`config.mk`:
```
export PLATFORM = sky130hd
export DESIGN_NAME = gregorian_date_arithmetic_flat
export DESIGN_NICKNAME = d
export VERILOG_FILES = /design/src/hdl/gda_pkg.sv /design/src/hdl/gda_if.sv /design/src/hdl/gda_div.sv /design/src/hdl/gregorian_date_arithmetic.sv /design/src/flat_wrapper.sv
export SDC_FILE = /design/constraint.sdc
export NUM_CORES = 1
export LEC_CHECK = 0
export ABC_AREA = 1
export BUFFER_PORTS_ARGS = -buffer_cell sky130_fd_sc_hd__buf_2
export CORE_UTILIZATION = 40
export CTS_CLUSTER_SIZE = 40
export DETAILED_ROUTE_END_ITERATION = 8
export PLACE_DENSITY = 0.57
export RECOVER_POWER = 25
export SLEW_MARGIN = 20
export SYNTH_ARGS = -nofsm -noshare
export SYNTH_HDL_FRONTEND = slang
export SYNTH_HIERARCHICAL = 1
export SYNTH_SLANG_ARGS = --single-unit
```
`constraint.sdc`:
```
create_clock -name clk -period 10.4 [get_ports clk]
set_input_delay 2.08 -clock clk [delete_from_list [all_inputs] [get_ports clk]]
set_output_delay 2.08 -clock clk [all_outputs]
set_load 0.01 [all_outputs]
```
`src/hdl/gda_pkg.sv`:
```
// Shared widths, codes, calendar tables and divider handshake types.
`timescale 1ns / 1ps

package gda_pkg;

  localparam int REQ_W  = 2;
  localparam int YEAR_W = 14;
  localparam int MON_W  = 4;
  localparam int DAY_W  = 5;
  localparam int CNT_W  = 22;
  localparam int ST_W   = 2;
  localparam int DIV_W  = 22;
  localparam int DVS_W  = 18;

  localparam int MAX_YEAR_DEF = 9999;

  localparam logic [REQ_W-1:0] REQ_ADD   = 2'd0;
  localparam logic [REQ_W-1:0] REQ_SUB   = 2'd1;
  localparam logic [REQ_W-1:0] REQ_DIFF  = 2'd2;
  localparam logic [REQ_W-1:0] REQ_CHECK = 2'd3;

  localparam logic [ST_W-1:0] ST_OK    = 2'd0;
  localparam logic [ST_W-1:0] ST_BAD   = 2'd1;
  localparam logic [ST_W-1:0] ST_RANGE = 2'd2;

  localparam logic [DVS_W-1:0] DAYS_400Y = 18'd146097;
  localparam logic [DVS_W-1:0] DAYS_100Y = 18'd36524;
  localparam logic [DVS_W-1:0] DAYS_4Y   = 18'd1461;
  localparam logic [DVS_W-1:0] DAYS_1Y   = 18'd365;
  localparam logic [DVS_W-1:0] YEARS_C   = 18'd100;
  localparam logic [DVS_W-1:0] YEARS_Q   = 18'd400;

  typedef struct packed {
    logic             start;
    logic [DIV_W-1:0] dividend;
    logic [DVS_W-1:0] divisor;
  } div_req_t;

  typedef struct packed {
    logic             busy;
    logic             done;
    logic [DIV_W-1:0] quo;
    logic [DVS_W-1:0] rem;
  } div_rsp_t;

  function automatic logic [DAY_W-1:0] month_len(input logic [MON_W-1:0] m, input logic leap);
    logic [DAY_W-1:0] len;
    case (m)
      4'd1, 4'd3, 4'd5, 4'd7, 4'd8, 4'd10, 4'd12: len = 5'd31;
      4'd4, 4'd6, 4'd9, 4'd11:                    len = 5'd30;
      4'd2:                                       len = leap ? 5'd29 : 5'd28;
      default:                                    len = 5'd0;
    endcase
    return len;
  endfunction

  // days before the first of month m in a common year
  function automatic logic [8:0] cum_days(input logic [MON_W-1:0] m);
    logic [8:0] c;
    case (m)
      4'd2:    c = 9'd31;
      4'd3:    c = 9'd59;
      4'd4:    c = 9'd90;
      4'd5:    c = 9'd120;
      4'd6:    c = 9'd151;
      4'd7:    c = 9'd181;
      4'd8:    c = 9'd212;
      4'd9:    c = 9'd243;
      4'd10:   c = 9'd273;
      4'd11:   c = 9'd304;
      4'd12:   c = 9'd334;
      default: c = 9'd0;
    endcase
    return c;
  endfunction

  // serial day number of Dec 31 of year y, day 1 being 0001-01-01
  function automatic int last_serial(input int y);
    int p;
    int s;
    p = y - 1;
    s = 365 * p + p / 4 - p / 100 + p / 400 + 365;
    if (((y % 4) == 0 && (y % 100) != 0) || (y % 400) == 0) begin
      s = s + 1;
    end
    return s;
  endfunction

endpackage

```
`src/hdl/gda_if.sv`:
```
// Request and result channel interfaces.
`timescale 1ns / 1ps

interface gda_req_if;
  import gda_pkg::*;
  logic              valid;
  logic              ready;
  logic [REQ_W-1:0]  req_type;
  logic [YEAR_W-1:0] year;
  logic [MON_W-1:0]  month;
  logic [DAY_W-1:0]  day;
  logic [CNT_W-1:0]  offset_days;
  logic [YEAR_W-1:0] other_year;
  logic [MON_W-1:0]  other_month;
  logic [DAY_W-1:0]  other_day;

  modport source (output valid, req_type, year, month, day, offset_days,
                  other_year, other_month, other_day, input ready);
  modport sink (input valid, req_type, year, month, day, offset_days,
                other_year, other_month, other_day, output ready);
endinterface

interface gda_res_if;
  import gda_pkg::*;
  logic              valid;
  logic              ready;
  logic [YEAR_W-1:0] res_year;
  logic [MON_W-1:0]  res_month;
  logic [DAY_W-1:0]  res_day;
  logic [CNT_W-1:0]  day_difference;
  logic [ST_W-1:0]   status;

  modport source (output valid, res_year, res_month, res_day, day_difference, status,
                  input ready);
  modport sink (input valid, res_year, res_month, res_day, day_difference, status,
                output ready);
endinterface

```
`src/hdl/gda_div.sv`:
```
// Shared divider by repeated compare and subtract, one step per cycle.
`timescale 1ns / 1ps

module gda_div (
  input  logic               clk,
  input  logic               rst,
  input  gda_pkg::div_req_t  dreq,
  output gda_pkg::div_rsp_t  drsp
);
  import gda_pkg::*;

  logic             busy;
  logic             done;
  logic [DIV_W-1:0] quo;
  logic [DIV_W-1:0] part;
  logic [DVS_W-1:0] dvs;
  logic             fits;

  always_comb begin
    fits = part >= DIV_W'(dvs);
  end

  always_ff @(posedge clk) begin
    if (rst) begin
      busy <= 1'b0;
      done <= 1'b0;
    end else begin
      done <= 1'b0;
      if (dreq.start) begin
        busy <= 1'b1;
        quo  <= '0;
        part <= dreq.dividend;
        dvs  <= dreq.divisor;
      end else if (busy) begin
        if (fits) begin
          part <= part - DIV_W'(dvs);
          quo  <= quo + DIV_W'(1);
        end else begin
          busy <= 1'b0;
          done <= 1'b1;
        end
      end
    end
  end

  assign drsp = '{busy: busy, done: done, quo: quo, rem: part[DVS_W-1:0]};

endmodule

```
`src/hdl/gregorian_date_arithmetic.sv`:
```
// Gregorian date unit: add, subtract, difference and check of calendar dates.
// Usage:
//   request channel carries req_type and the operand dates / day count; result
//   channel returns one item per request (date, day_difference, status).
//   One request is in flight at a time; request.ready is high only while idle.
//   Each date is turned into a serial day number, 0001-01-01 being day 1, using
//   one shared compare-and-subtract divider under a sequencer; year / 100 (up
//   to 99) dominates. A zero or out-of-range field ends after the field check;
//   a check or a day past month end ends after the day-of-month check; a
//   difference converts both dates; add or subtract take two divides per input
//   date, a range test, four divides to convert back and a month search, and
//   end after the range test when the result falls out of range. The next
//   request is taken only once the sequencer is back in idle.
//   The result sits in an output register; a new request is taken while it
//   waits, and a finished result holds until the previous one is taken.
//   Reset (rst, synchronous) returns the sequencer to idle and drops
//   result.valid; no clearing pass is needed.
`timescale 1ns / 1ps

module gregorian_date_arithmetic #(
  parameter int MAX_YEAR = gda_pkg::MAX_YEAR_DEF
) (
  input logic      clk,
  input logic      rst,
  gda_req_if.sink  request,
  gda_res_if.source result
);
  import gda_pkg::*;

  localparam logic [CNT_W-1:0]  MAXS  = CNT_W'(last_serial(MAX_YEAR));
  localparam logic [YEAR_W-1:0] YMAX  = YEAR_W'(MAX_YEAR);

  typedef enum logic [4:0] {
    S_IDLE, S_CHK, S_P100, S_P400, S_DAY, S_SER1, S_SER2, S_DIFF, S_ADJ,
    S_Q400, S_Q100, S_Q4, S_Q1, S_YEAR, S_MON, S_WAIT, S_OUT
  } state_t;

  state_t state;
  state_t ret;

  logic [REQ_W-1:0]  req;
  logic [YEAR_W-1:0] ya;
  logic [MON_W-1:0]  ma;
  logic [DAY_W-1:0]  da;
  logic [YEAR_W-1:0] yb;
  logic [MON_W-1:0]  mb;
  logic [DAY_W-1:0]  db;
  logic [CNT_W-1:0]  off;
  logic              sel_b;
  logic [6:0]        pq100;
  logic [6:0]        pr100;
  logic [4:0]        pq400;
  logic              leap;
  logic [CNT_W-1:0]  acc;
  logic [CNT_W-1:0]  sa;
  logic [4:0]        sq400;
  logic [1:0]        sq100;
  logic [4:0]        sq4;
  logic [MON_W-1:0]  mo;

  logic [YEAR_W-1:0] ry;
  logic [MON_W-1:0]  rm;
  logic [DAY_W-1:0]  rd;
  logic [CNT_W-1:0]  rdiff;
  logic [ST_W-1:0]   rstat;

  logic              ov;
  logic [YEAR_W-1:0] oy;
  logic [MON_W-1:0]  om;
  logic [DAY_W-1:0]  od;
  logic [CNT_W-1:0]  odiff;
  logic [ST_W-1:0]   ostat;

  logic [YEAR_W-1:0] ysel;
  logic [MON_W-1:0]  msel;
  logic [DAY_W-1:0]  dsel;
  logic [YEAR_W-1:0] p;
  logic              range_ok;
  logic              leap_now;
  logic [DAY_W-1:0]  dlen;
  logic [DVS_W-1:0]  r100y;
  logic [1:0]        q1c;
  logic [DVS_W-1:0]  r1y;
  logic [DAY_W-1:0]  mlen;
  logic              out_load;

  div_req_t dreq;
  div_rsp_t drsp;

  gda_div u_div (
    .clk  (clk),
    .rst  (rst),
    .dreq (dreq),
    .drsp (drsp)
  );

  always_comb begin
    ysel     = sel_b ? yb : ya;
    msel     = sel_b ? mb : ma;
    dsel     = sel_b ? db : da;
    p        = ysel - YEAR_W'(1);
    range_ok = (ysel != '0) && (ysel <= YMAX) && (msel != '0) && (msel <= 4'd12)
               && (dsel != '0);
    leap_now = (ysel[1:0] == 2'b00) && ((pr100 != 7'd99) || (drsp.rem == DVS_W'(399)));
    dlen     = month_len(msel, leap_now);
    r100y    = (drsp.quo > DIV_W'(3)) ? DVS_W'(drsp.rem + DAYS_100Y) : drsp.rem;
    q1c      = (drsp.quo > DIV_W'(3)) ? 2'd3 : drsp.quo[1:0];
    r1y      = (drsp.quo > DIV_W'(3)) ? DVS_W'(drsp.rem + DAYS_1Y) : drsp.rem;
    mlen     = month_len(mo, leap);
    out_load = (state == S_OUT) && (!ov || result.ready);
  end

  always_comb begin
    dreq.start    = 1'b0;
    dreq.dividend = '0;
    dreq.divisor  = '0;
    unique case (state)
      S_P100: begin
        dreq.start    = 1'b1;
        dreq.dividend = DIV_W'(p);
        dreq.divisor  = YEARS_C;
      end
      S_P400: begin
        dreq.start    = 1'b1;
        dreq.dividend = DIV_W'(p);
        dreq.divisor  = YEARS_Q;
      end
      S_Q400: begin
        dreq.start    = 1'b1;
        dreq.dividend = acc;
        dreq.divisor  = DAYS_400Y;
      end
      S_Q100: begin
        dreq.start    = 1'b1;
        dreq.dividend = DIV_W'(drsp.rem);
        dreq.divisor  = DAYS_100Y;
      end
      S_Q4: begin
        dreq.start    = 1'b1;
        dreq.dividend = DIV_W'(r100y);
        dreq.divisor  = DAYS_4Y;
      end
      S_Q1: begin
        dreq.start    = 1'b1;
        dreq.dividend = DIV_W'(drsp.rem);
        dreq.divisor  = DAYS_1Y;
      end
      default: begin
      end
    endcase
  end

  always_ff @(posedge clk) begin
    if (rst) begin
      state <= S_IDLE;
      ret   <= S_IDLE;
      ov    <= 1'b0;
    end else begin
      if (out_load) begin
        ov <= 1'b1;
      end else if (result.ready) begin
        ov <= 1'b0;
      end
      unique case (state)
        S_IDLE: begin
          if (request.valid) begin
            req   <= request.req_type;
            ya    <= request.year;
            ma    <= request.month;
            da    <= request.day;
            off   <= request.offset_days;
            yb    <= request.other_year;
            mb    <= request.other_month;
            db    <= request.other_day;
            sel_b <= 1'b0;
            ry    <= '0;
            rm    <= '0;
            rd    <= '0;
            rdiff <= '0;
            rstat <= ST_OK;
            state <= S_CHK;
          end
        end
        S_CHK: begin
          if (!range_ok) begin
            rstat <= ST_BAD;
            state <= S_OUT;
          end else begin
            state <= S_P100;
          end
        end
        S_P100: begin
          ret   <= S_P400;
          state <= S_WAIT;
        end
        S_P400: begin
          pq100 <= drsp.quo[6:0];
          pr100 <= drsp.rem[6:0];
          ret   <= S_DAY;
          state <= S_WAIT;
        end
        S_DAY: begin
          pq400 <= drsp.quo[4:0];
          leap  <= leap_now;
          if (dsel > dlen) begin
            rstat <= ST_BAD;
            state <= S_OUT;
          end else if (req == REQ_CHECK) begin
            ry    <= ya;
            rm    <= ma;
            rd    <= da;
            state <= S_OUT;
          end else begin
            state <= S_SER1;
          end
        end
        S_SER1: begin
          acc   <= CNT_W'(p) * CNT_W'(365) + CNT_W'(p[YEAR_W-1:2]) - CNT_W'(pq100);
          state <= S_SER2;
        end
        S_SER2: begin
          acc <= acc + CNT_W'(pq400) + CNT_W'(cum_days(msel))
                 + CNT_W'(leap && (msel > 4'd2)) + CNT_W'(dsel);
          if (sel_b) begin
            state <= S_DIFF;
          end else if (req == REQ_DIFF) begin
            sel_b <= 1'b1;
            state <= S_CHK;
          end else begin
            state <= S_ADJ;
          end
          if (!sel_b) begin
            sa <= acc + CNT_W'(pq400) + CNT_W'(cum_days(msel))
                  + CNT_W'(leap && (msel > 4'd2)) + CNT_W'(dsel);
          end
        end
        S_DIFF: begin
          rdiff <= (sa > acc) ? sa - acc : acc - sa;
          state <= S_OUT;
        end
        S_ADJ: begin
          if (req == REQ_ADD) begin
            if (off > MAXS - sa) begin
              rstat <= ST_RANGE;
              state <= S_OUT;
            end else begin
              acc   <= sa + off - CNT_W'(1);
              state <= S_Q400;
            end
          end else begin
            if (off >= sa) begin
              rstat <= ST_RANGE;
              state <= S_OUT;
            end else begin
              acc   <= sa - off - CNT_W'(1);
              state <= S_Q400;
            end
          end
        end
        S_Q400: begin
          ret   <= S_Q100;
          state <= S_WAIT;
        end
        S_Q100: begin
          sq400 <= drsp.quo[4:0];
          ret   <= S_Q4;
          state <= S_WAIT;
        end
        S_Q4: begin
          sq100 <= (drsp.quo > DIV_W'(3)) ? 2'd3 : drsp.quo[1:0];
          ret   <= S_Q1;
          state <= S_WAIT;
        end
        S_Q1: begin
          sq4   <= drsp.quo[4:0];
          ret   <= S_YEAR;
          state <= S_WAIT;
        end
        S_YEAR: begin
          ry    <= YEAR_W'(sq400) * YEAR_W'(400) + YEAR_W'(sq100) * YEAR_W'(100)
                   + YEAR_W'({sq4, 2'b00}) + YEAR_W'(q1c) + YEAR_W'(1);
          leap  <= (q1c == 2'd3) && ((sq4 != 5'd24) || (sq100 == 2'd3));
          acc   <= CNT_W'(r1y);
          mo    <= 4'd1;
          state <= S_MON;
        end
        S_MON: begin
          if ((acc >= CNT_W'(mlen)) && (mo < 4'd12)) begin
            acc <= acc - CNT_W'(mlen);
            mo  <= mo + 4'd1;
          end else begin
            rm    <= mo;
            rd    <= DAY_W'(acc) + DAY_W'(1);
            state <= S_OUT;
          end
        end
        S_WAIT: begin
          if (drsp.done) begin
            state <= ret;
          end
        end
        S_OUT: begin
          if (out_load) begin
            oy    <= ry;
            om    <= rm;
            od    <= rd;
            odiff <= rdiff;
            ostat <= rstat;
            state <= S_IDLE;
          end
        end
        default: begin
          state <= S_IDLE;
        end
      endcase
    end
  end

  assign request.ready         = (state == S_IDLE);
  assign result.valid          = ov;
  assign result.res_year       = oy;
  assign result.res_month      = om;
  assign result.res_day        = od;
  assign result.day_difference = odiff;
  assign result.status         = ostat;

`ifndef SYNTHESIS
  a_busy_after_accept: assert property (@(posedge clk) disable iff (rst)
    request.valid && request.ready |=> !request.ready)
    else $error("request taken while an item is in progress");

  a_error_zero: assert property (@(posedge clk) disable iff (rst)
    result.valid && (result.status != ST_OK) |->
      (result.res_year == '0) && (result.res_month == '0) && (result.res_day == '0)
      && (result.day_difference == '0))
    else $error("error result carries nonzero fields");

  a_date_whole: assert property (@(posedge clk) disable iff (rst)
    result.valid && (result.status == ST_OK) && (result.res_month != '0) |->
      (result.res_day != '0) && (result.res_year != '0) && (result.res_month <= 4'd12))
    else $error("partial result date");

  a_div_idle_start: assert property (@(posedge clk) disable iff (rst)
    dreq.start |-> !drsp.busy)
    else $error("divider restarted while busy");
`endif

endmodule

```
`src/flat_wrapper.sv`:
```
// flat-port wrapper written by rule: the top's interface ports become plain ports
module gregorian_date_arithmetic_flat import gda_pkg::*;
#(
  parameter int MAX_YEAR = gda_pkg::MAX_YEAR_DEF
)
  (clk, rst, request_valid, request_req_type, request_year, request_month, request_day, request_offset_days, request_other_year, request_other_month, request_other_day, request_ready, result_valid, result_res_year, result_res_month, result_res_day, result_day_difference, result_status, result_ready);
  gda_req_if request_i ();
  gda_res_if result_i ();
  input logic clk;
  input logic rst;
  input wire logic [$bits(request_i.valid)-1:0] request_valid;
  input wire logic [$bits(request_i.req_type)-1:0] request_req_type;
  input wire logic [$bits(request_i.year)-1:0] request_year;
  input wire logic [$bits(request_i.month)-1:0] request_month;
  input wire logic [$bits(request_i.day)-1:0] request_day;
  input wire logic [$bits(request_i.offset_days)-1:0] request_offset_days;
  input wire logic [$bits(request_i.other_year)-1:0] request_other_year;
  input wire logic [$bits(request_i.other_month)-1:0] request_other_month;
  input wire logic [$bits(request_i.other_day)-1:0] request_other_day;
  output wire logic [$bits(request_i.ready)-1:0] request_ready;
  output wire logic [$bits(result_i.valid)-1:0] result_valid;
  output wire logic [$bits(result_i.res_year)-1:0] result_res_year;
  output wire logic [$bits(result_i.res_month)-1:0] result_res_month;
  output wire logic [$bits(result_i.res_day)-1:0] result_res_day;
  output wire logic [$bits(result_i.day_difference)-1:0] result_day_difference;
  output wire logic [$bits(result_i.status)-1:0] result_status;
  input wire logic [$bits(result_i.ready)-1:0] result_ready;
  assign request_i.valid = request_valid;
  assign request_i.req_type = request_req_type;
  assign request_i.year = request_year;
  assign request_i.month = request_month;
  assign request_i.day = request_day;
  assign request_i.offset_days = request_offset_days;
  assign request_i.other_year = request_other_year;
  assign request_i.other_month = request_other_month;
  assign request_i.other_day = request_other_day;
  assign request_ready = request_i.ready;
  assign result_valid = result_i.valid;
  assign result_res_year = result_i.res_year;
  assign result_res_month = result_i.res_month;
  assign result_res_day = result_i.res_day;
  assign result_day_difference = result_i.day_difference;
  assign result_status = result_i.status;
  assign result_i.ready = result_ready;
  gregorian_date_arithmetic #(.MAX_YEAR(MAX_YEAR)) u_core (.clk(clk), .rst(rst), .request(request_i), .result(result_i));
endmodule
```
Word level (Yosys, flattened, before mapping)
Memories as Yosys holds them, arrays and structs flattened.
Cells that the tools add are included.

storage, ports and cells
  output and inout port bits = 49
  memory bits (read-only) = 288
  word-level logic and storage cells = 282
  input port bits = 74
  register bits = 320
  memories = 2

memories
  memory            words  bits a word  read ports  clocked after Yosys merged registers in  wr ports  line           text
  (name not given)  16     9            1           0                                        0         gda_pkg.sv:60  case (m)
  (name not given)  16     9            1           0                                        0         gda_pkg.sv:60

cells by class
  reduce and logical (&&, ||, !) cells = 57
  magnitude comparators = 11
  multipliers = 3
  bitwise gates (word level) = 3
  muxes and demuxes = 77
  equal/unequal tests = 63
  add/subtract/negate cells = 28

operator list
  operator                                            number
  case mux 41 bit (6 select lines)                    1
  two-way mux 22 bit                                  11
  case mux 22 bit (5 select lines)                    1
  two-way mux 5 bit                                   16
  adder 22 x 5 -> 22 bit                              3
  subtractor 22 bit                                   3
  case mux 5 bit (12 select lines)                    1
  two-way mux 14 bit                                  4
  two-way mux 9 bit                                   5
  case mux 5 bit (3 select lines)                     3
  adder 22 x 1 -> 22 bit                              2
  adder 22 x 9 -> 22 bit                              2
  > comparator 22 bit                                 2
  case mux 22 bit (2 select lines)                    1
  subtractor 22 x 1 -> 22 bit, second input constant  2
  case mux 14 bit (3 select lines)                    1
  == test 4 bit, second input constant                10
  == test 5 x 4 -> 1 bit, second input constant       8
  two-way mux 18 bit                                  2
  == test 4 x 3 -> 1 bit, second input constant       8
  case mux 5 bit (6 select lines)                     1
  two-way mux 4 bit                                   7
  adder 22 x 1 -> 22 bit, second input constant       1
  adder 22 x 12 -> 22 bit                             1
  other kinds (69)                                    146

Longest topological paths before layout
Gate-level depths: netlist (run 1).

  depth after elaboration = 8
  depth in mapped cells = 31
  depth with buffers taken out = 29

Cells and area by module
Netlist (run 1), hierarchy kept.

by module, submodules not included
  module                     sequential area each (um^2)  instances  area each (um^2)  cells an instance
  gregorian_date_arithmetic  7557.2                       1          25439.4           3241
  gda_div                    1901.8                       1          4376.7            566

Worst setup path after synthesis (run 1)
No wires, ideal clock.

  path type = register -> register
  from = register u_core.sel_b
  to = register u_core.acc[20], data pin
  cell stages (with the launch flop) = 29
  arrival time = 5.883 ns
  required time = 10.135 ns
  clock period less this slack = 6.148 ns
  buffers on the path = 2
  slack = 4.252 ns
  setup time = 0.265 ns
  cell sequence = edfxtp_1 > buf_6 > inv_4 > buf_6 > or2_4 > o21ai_4 > ha_1 > nand3_1 > nor2_4 > nand2_1 > xor2_1 > inv_2 > ha_1 > inv_1 > fa_1 > inv_1 > fa_1 > fa_1 > inv_1 > fa_1 > inv_1 > ha_1 > nand2_1 > nor4_1 > nand4_1 > nand3_1 > a21oi_1 > o21ai_0 > nand4_1

on the way
  longest elaborated chain between the ends = 8
  elaborated cells on any way between the ends = 16
  those cells by class = 6 x add/sub; 1 x mul; 1 x order compare; 6 x mux; 1 x reduce/logical; 1 x memory

RTL lines
  element                                                              line                              text
  from (decl)                                                          gregorian_date_arithmetic.sv:49   logic sel_b;
  from (signal assigned)                                               gregorian_date_arithmetic.sv:175  sel_b <= 1'b0;
  from (signal assigned)                                               gregorian_date_arithmetic.sv:227  sel_b <= 1'b1;
  branches (longest 7 deep; another with multiplier 14 x 9 -> 22 bit)  --
  case mux 22 bit (5 select lines) *                                   gregorian_date_arithmetic.sv:164  unique case (state)
  to (signal assigned)                                                 gregorian_date_arithmetic.sv:218  acc <= CNT_W'(p) * CNT_W'(365) + CNT_W'(p[YEAR_W-1:2]) - CNT_W'(pq100);
  to (signal assigned)                                                 gregorian_date_arithmetic.sv:222  acc <= acc + CNT_W'(pq400) + CNT_W'(cum_days(msel))
  to (signal assigned)                                                 gregorian_date_arithmetic.sv:247  acc <= sa + off - CNT_W'(1);
  to (decl)                                                            gregorian_date_arithmetic.sv:54   logic [CNT_W-1:0] acc;

Every way passes the cells marked *. The select of a mux whose other input is x is not followed.
A chain may end at the register's enable or synchronous reset.

Worst setup path after layout (run 1)
  from = register u_core.sel_b
  to = register u_core.acc[21], data pin

The elaborated chain is that of the path after synthesis.

==> results.txt, run 1 <==
----------------------------------------------------
[Outcome]
  Status ... finished, violations left
  Violations in the final reports ... DRC, capacitance limit, slew limit

[Global routing]
  Sum of overflow across all layers after global routing ... 0
  Global-route wire length before repair ... 152000 um
  Maximum number of pins on one net before global-route repair ... 71
  Number of antenna violations at the first check in global routing ... 0
  Number of global-route vias before repair ... 25700
  Overall track demand over capacity in global routing ... about a quarter

[Placed design]
  Placed inst area ... 31300 um2
  Routability cong. ... 1.01
  HPWL Detailed ... roughly 81000 um
  Number of input and output port buffers inserted ... 122

[Die]
  # rows ... 99
  Io pins ... 123
  Floorplan Core Area ... 73300 um2
  Starting density of the core ... around 41%
  Die Ht ... 275 um
  Area enclosed by the die boundary ... 75600 um2
  Chip Width ... 275 um

[Hold path]
  Hold crit path type ... flip-flop to flip-flop

[STA]
  Pin slew with the least headroom to its limit ... 2.22 ns
  Final Hold Violating Endpoints ... 0
  Sum of negative setup slack ... 0 ns
  Post-route clock skew ... 0.0579 ns
  RSZ-0062 raised after global routing ... no
  Number of pins with negative max-slew slack in the final report ... between 40 and 50
  Shortest period the worst path allows ... 7.26 ns
  Fmax ... 0.138 GHz
  Final-report setup violation count ... 0
  Final period util ... 69.8%
  Worst slew margin relative to its limit ... -48.0%

[Logic synthesis]
  Synth warn ... 6
  Syn avg cell area ... 7.83 um2
  Count of mapped cells out of synthesis ... between 3000 and 4000
  Synthesized cell area ... 29800 um2

[Flow run]
  Maximum capacitance violations ... 1

[Clocking]
  Setup fix buffers added after clock tree synthesis ... 0
  CTS sink count ... roughly 320
  Number of H-tree branching levels ... 2
  Gates resized, CTS repair ... 0
  Clock-pin slew reported for the worst setup and hold paths after clock tree synthesis ... 0.06 ns
  Clock root cell ... sky130_fd_sc_hd__clkbuf_16
  CTS tree ... done
  Source-to-sink clock delay at the later pin of the worst-skew pair ... 0.62 ns
  Buffer depth of the longest clock path ... 3
  Number of clock buffers inserted by TritonCTS ... 42
  Number of hold buffers added after cts ... 0

[Final layout]
  Synth-to-layout area growth ... 9.73%
  Proportion of layout cells with a drive suffix above 1 ... 8.30%
  Area of all placed cells without fillers ... 32700 um2
  Share of the core filled with cells ... 44.6%
  Final nets ... 4384
  Antenna diodes ... 0
  Filler Cells Inserted ... 7472

[Critical path]
  Cell with the largest stage delay on the worst path ... sky130_fd_sc_hd__fa_1
  Type of origin of the critical path ... flip-flop
  Data arrival time of the worst path ... 7.59 ns
  Crit path required time ... 10.73 ns
  Worst Setup Path Type ... flip-flop to flip-flop
  Largest stage delay on the critical path ... 0.53 ns
  Critical Path Fanout Max ... 37
  Worst Setup End Kind ... flip-flop

[Routing]
  Post-DRT Antenna Nets ... 0
  Detailed-route wire length ... 100000 um
  DR vias/cell ... 5.34
  Routed vias ... 26100
  Detail-routed net length per standard cell ... 20.5 um
  Drt drc ... 5
  Number of DRC markers after the initial detailed-route iteration ... 1787
  Number of detailed-routing iterations run before antenna repair ... 8

----------------------------------------------------
layout by cell type (no fill, tap or decap), types with 25 or more instances in the layout:
master,instances
sky130_fd_sc_hd__a21oi_1,270
sky130_fd_sc_hd__buf_2,117
sky130_fd_sc_hd__clkbuf_16,42
sky130_fd_sc_hd__edfxtp_1,307
sky130_fd_sc_hd__fa_1,84
sky130_fd_sc_hd__ha_1,321
sky130_fd_sc_hd__inv_1,606
sky130_fd_sc_hd__nand2_1,804
sky130_fd_sc_hd__nand3_1,255
sky130_fd_sc_hd__nand4_1,76
sky130_fd_sc_hd__nor2_1,317
sky130_fd_sc_hd__nor3_1,45
sky130_fd_sc_hd__o21ai_0,182
sky130_fd_sc_hd__or2_2,25
sky130_fd_sc_hd__xnor2_1,32
sky130_fd_sc_hd__xor2_1,91
critical path, delay by kind of cell, from the launching register on:
family / cells / cell delay (ns)
xor gates and xnor gates: 1 / 0.46
DFF: 1 / 0.32
AOI/OAI and AO/OA: 4 / 0.77
buffers and inverters: 7 / 0.96
adders and majority gates: 7 / 3.01
and+or+nand+nor: 8 / 1.42
layout make-up:
class                      instances  area [um2]  share of cell area [%]
multi-input combinational       2771       17500                    53.5
timing repair buffer             147         769                    2.35
sequential                       319        9460                    28.9
tap                              959        1200                    3.67
clock buffer                      49        1110                    3.39
inverter                         624        2340                    7.17
clock inverter                    29         342                    1.04
flip-flops by register name, summed over array words and instances, names as in the netlist, 7 cells and up:
signal and cells:
u_core/acc 22, u_core/off 22, u_core/pq100 7, u_core/pr100 7, u_core/rdiff 22, u_core/result.day_difference 22
u_core/result.res_year 14, u_core/ry 14, u_core/sa 22, u_core/u_div/dvs 18, u_core/u_div/part 22, u_core/u_div/quo 22
u_core/ya 14, u_core/yb 14
path summary, 6_finish.rpt:
path | from | endpoint | slack (ns) | depth (start not counted)
worst max-delay path | u_core/sel_b | u_core/acc[21] | 3.14 | 27
worst min register to register | u_core/rdiff[11] | u_core/result.day_difference[11] | 0.42 | 0
worst max register to register | u_core/sel_b | u_core/acc[21] | 3.14 | 27
worst min-delay path | u_core/rdiff[11] | u_core/result.day_difference[11] | 0.42 | 0
through the flow:
stage	cells	worst slack [ns]	hold WS (ns)
2_1_floorplan	3808	4.25	0.400
3_3_place_gp	4820	3.35	0.400
3_5_place_dp	4820	3.24	0.405
4_1_cts	4898	3.16	0.419
5_1_grt	4898	2.61	0.424
6_report	4898	3.14	0.418
routing by layer:
layer / wire (um) / track usage, %
met1: 43000 / 33.9
met2: 46600 / 44.3
met3: 5950 / 3.73
met4: 4880 / 12.1
met5: 0 / 0
Power of run 1 is left out: the tool's default activity adds up to more than one toggle a clock period on the data nets, which glitch-free logic cannot reach.
==> run 2: changes to the inputs <==
==> constraint.sdc (replaced) <==
create_clock -name clk -period 7.28 [get_ports clk]
set_input_delay 1.456 -clock clk [delete_from_list [all_inputs] [get_ports clk]]
set_output_delay 1.456 -clock clk [all_outputs]
set_load 0.01 [all_outputs]
==> results.txt, run 2 (synthesis gave the netlist of run 1 again) <==
----------------------------------------------------
[Global routing]
  Maximum number of pins on one net before global-route repair ... 45
  Number of antenna violations at the first check in global routing ... 3
  Global-route wire length before repair ... between 150000 and 200000 um
  Overall track demand over capacity in global routing ... 26.8%
  Number of global-route vias before repair ... roughly 26000
  Sum of overflow across all layers after global routing ... 0

[Critical path]
  Critical Path Fanout Max ... 13
  Cell with the largest stage delay on the worst path ... sky130_fd_sc_hd__edfxtp_1
  Reg2reg end ... u_core/acc[20]
  RR Startpoint ... u_core/sel_b
  Worst Reg-to-Reg Cells ... 26
  Data arrival time of the worst path ... 7.09 ns
  Worst path depth ... 26
  Crit path required time ... 7.59 ns
  Worst Setup End Kind ... flip-flop
  Family with the most delay on the worst path ... adder cells
  Type of origin of the critical path ... flip-flop
  Worst Setup Path Type ... flip-flop to flip-flop
  Register-to-register setup slack ... a little over 0.5 ns
  Largest stage delay on the critical path ... 0.55 ns
  Crit path buffers/inverters ... 6

[Clocking]
  CTS sink count ... ~320
  Number of clock buffers inserted by TritonCTS ... 40
  Number of H-tree branching levels ... 2
  Clock root cell ... sky130_fd_sc_hd__clkbuf_16
  Number of hold buffers added after cts ... 0
  Source-to-sink clock delay at the later pin of the worst-skew pair ... 0.60 ns
  CTS tree ... done
  Clock-pin slew reported for the worst setup and hold paths after clock tree synthesis ... 0.06 ns
  Buffer depth of the longest clock path ... 3

[STA]
  Final period util ... 93.0%
  Sum of negative setup slack ... 0 ns
  Final-report setup violation count ... 0
  Shortest period the worst path allows ... 6.77 ns
  Worst slew margin relative to its limit ... -37.7%
  Final Hold Violating Endpoints ... 0
  Post-route clock skew ... 0.0343 ns
  Final WS setup ... 0.507 ns
  Pin slew with the least headroom to its limit ... between 2 and 2.5 ns
  RSZ-0062 raised after global routing ... no
  Fmax ... 0.148 GHz
  Number of pins with negative max-slew slack in the final report ... 67

[Die]
  Io pins ... ~120
  Die Ht ... between 200 and 300 um
  Area enclosed by the die boundary ... between 70000 and 80000 um2
  Starting density of the core ... 40.6%
  Floorplan Core Area ... 73300 um2
  # rows ... roughly 100
  Chip Width ... 275 um

[Placed design]
  Placement Setup Slack ... approximately 0.13 ns
  HPWL Detailed ... 83100 um
  Placed cells ... 4825
  Number of input and output port buffers inserted ... 122
  Routability cong. ... just under 1

[Final layout]
  Share of the core filled with cells ... 44.6%
  Filler Cells Inserted ... 7484
  Final nets ... 4388
  Proportion of layout cells with a drive suffix above 1 ... between 8 and 9%
  Most common cell after layout, fill and taps aside ... sky130_fd_sc_hd__nand2_1
  Synth-to-layout area growth ... 9.83%
  Commonest non-fill, non-tap cells in the layout ... sky130_fd_sc_hd__nand2_1 (804), sky130_fd_sc_hd__inv_1 (606), sky130_fd_sc_hd__ha_1 (320)
  Post-route non-filler standard cell count ... slightly below 5000

[Routing]
  Number of detailed-routing iterations run before antenna repair ... 8
  Post-DRT Antenna Nets ... 0
  Routed vias ... 26200
  Drt drc ... 10
  DR vias/cell ... 5.34
  Detailed-route wire length ... 101000 um
  Detail-routed net length per standard cell ... 20.7 um
  Number of DRC markers after the initial detailed-route iteration ... 2007

[Hold path]
  Hold crit path type ... flip-flop to flip-flop
  Hold-critical path endpoint ... u_core/result.res_year[6]
  Hold path start ... u_core/ry[6]
  Number of cells traversed by the worst hold path ... 0

[Flow run]
  Maximum capacitance violations ... 2

[Outcome]
  Violations in the final reports ... DRC, capacitance limit, slew limit
  Status ... finished, violations left

----------------------------------------------------
## run 2: what timing repair did
| item | CTS | global route |
|---|---|---|
| endpoints found under the setup margin | 0 | 5 |
| resized for setup | 0 | 5 |
| setup buffers | 0 | 0 |
## run 2: through the flow
step / hold WS [ns] / area (um2)
floorplan: 0.400 / 29800
global placement: 0.400 / 31300
detailed placement: 0.405 / 31300
CTS: 0.418 / 32700
global route: 0.423 / 32700
finish: 0.417 / 32700
## run 2: worst max path at each step
stage | to | from | slack [ns]
6_report | u_core/acc[20] | u_core/sel_b | 0.51
5_1_grt | u_core/acc[20] | u_core/sel_b | 0.05
4_1_cts | u_core/acc[20] | u_core/sel_b | 0.1
3_5_place_dp | u_core/acc[20] | u_core/sel_b | 0.13
3_3_place_gp | u_core/acc[20] | u_core/sel_b | 0.33
2_1_floorplan | u_core/acc[20] | u_core/sel_b | 1.13
## run 2: area by class of cell
type	count	area (um2)	share of cell area (%)
Multi-Input combinational cell	2771	17500	53.5
Sequential cell	319	9460	28.9
Inverter	624	2340	7.16
Tap cell	959	1200	3.66
Clock buffer	43	1010	3.09
Timing Repair Buffer	153	836	2.55
Clock inverter	30	365	1.12
Antenna cell	1	2.50	0.00764
## run 2: per-layer routing
metal  up-vias  track usage (%)  wire [um]
li1      12800                -          -
met3       170             3.11       5690
met4         0             11.5       4640
met2       857             45.0      47300
met1     12300             34.7      43700
met5         -                0          0
Power of run 2 is left out for the same reason.
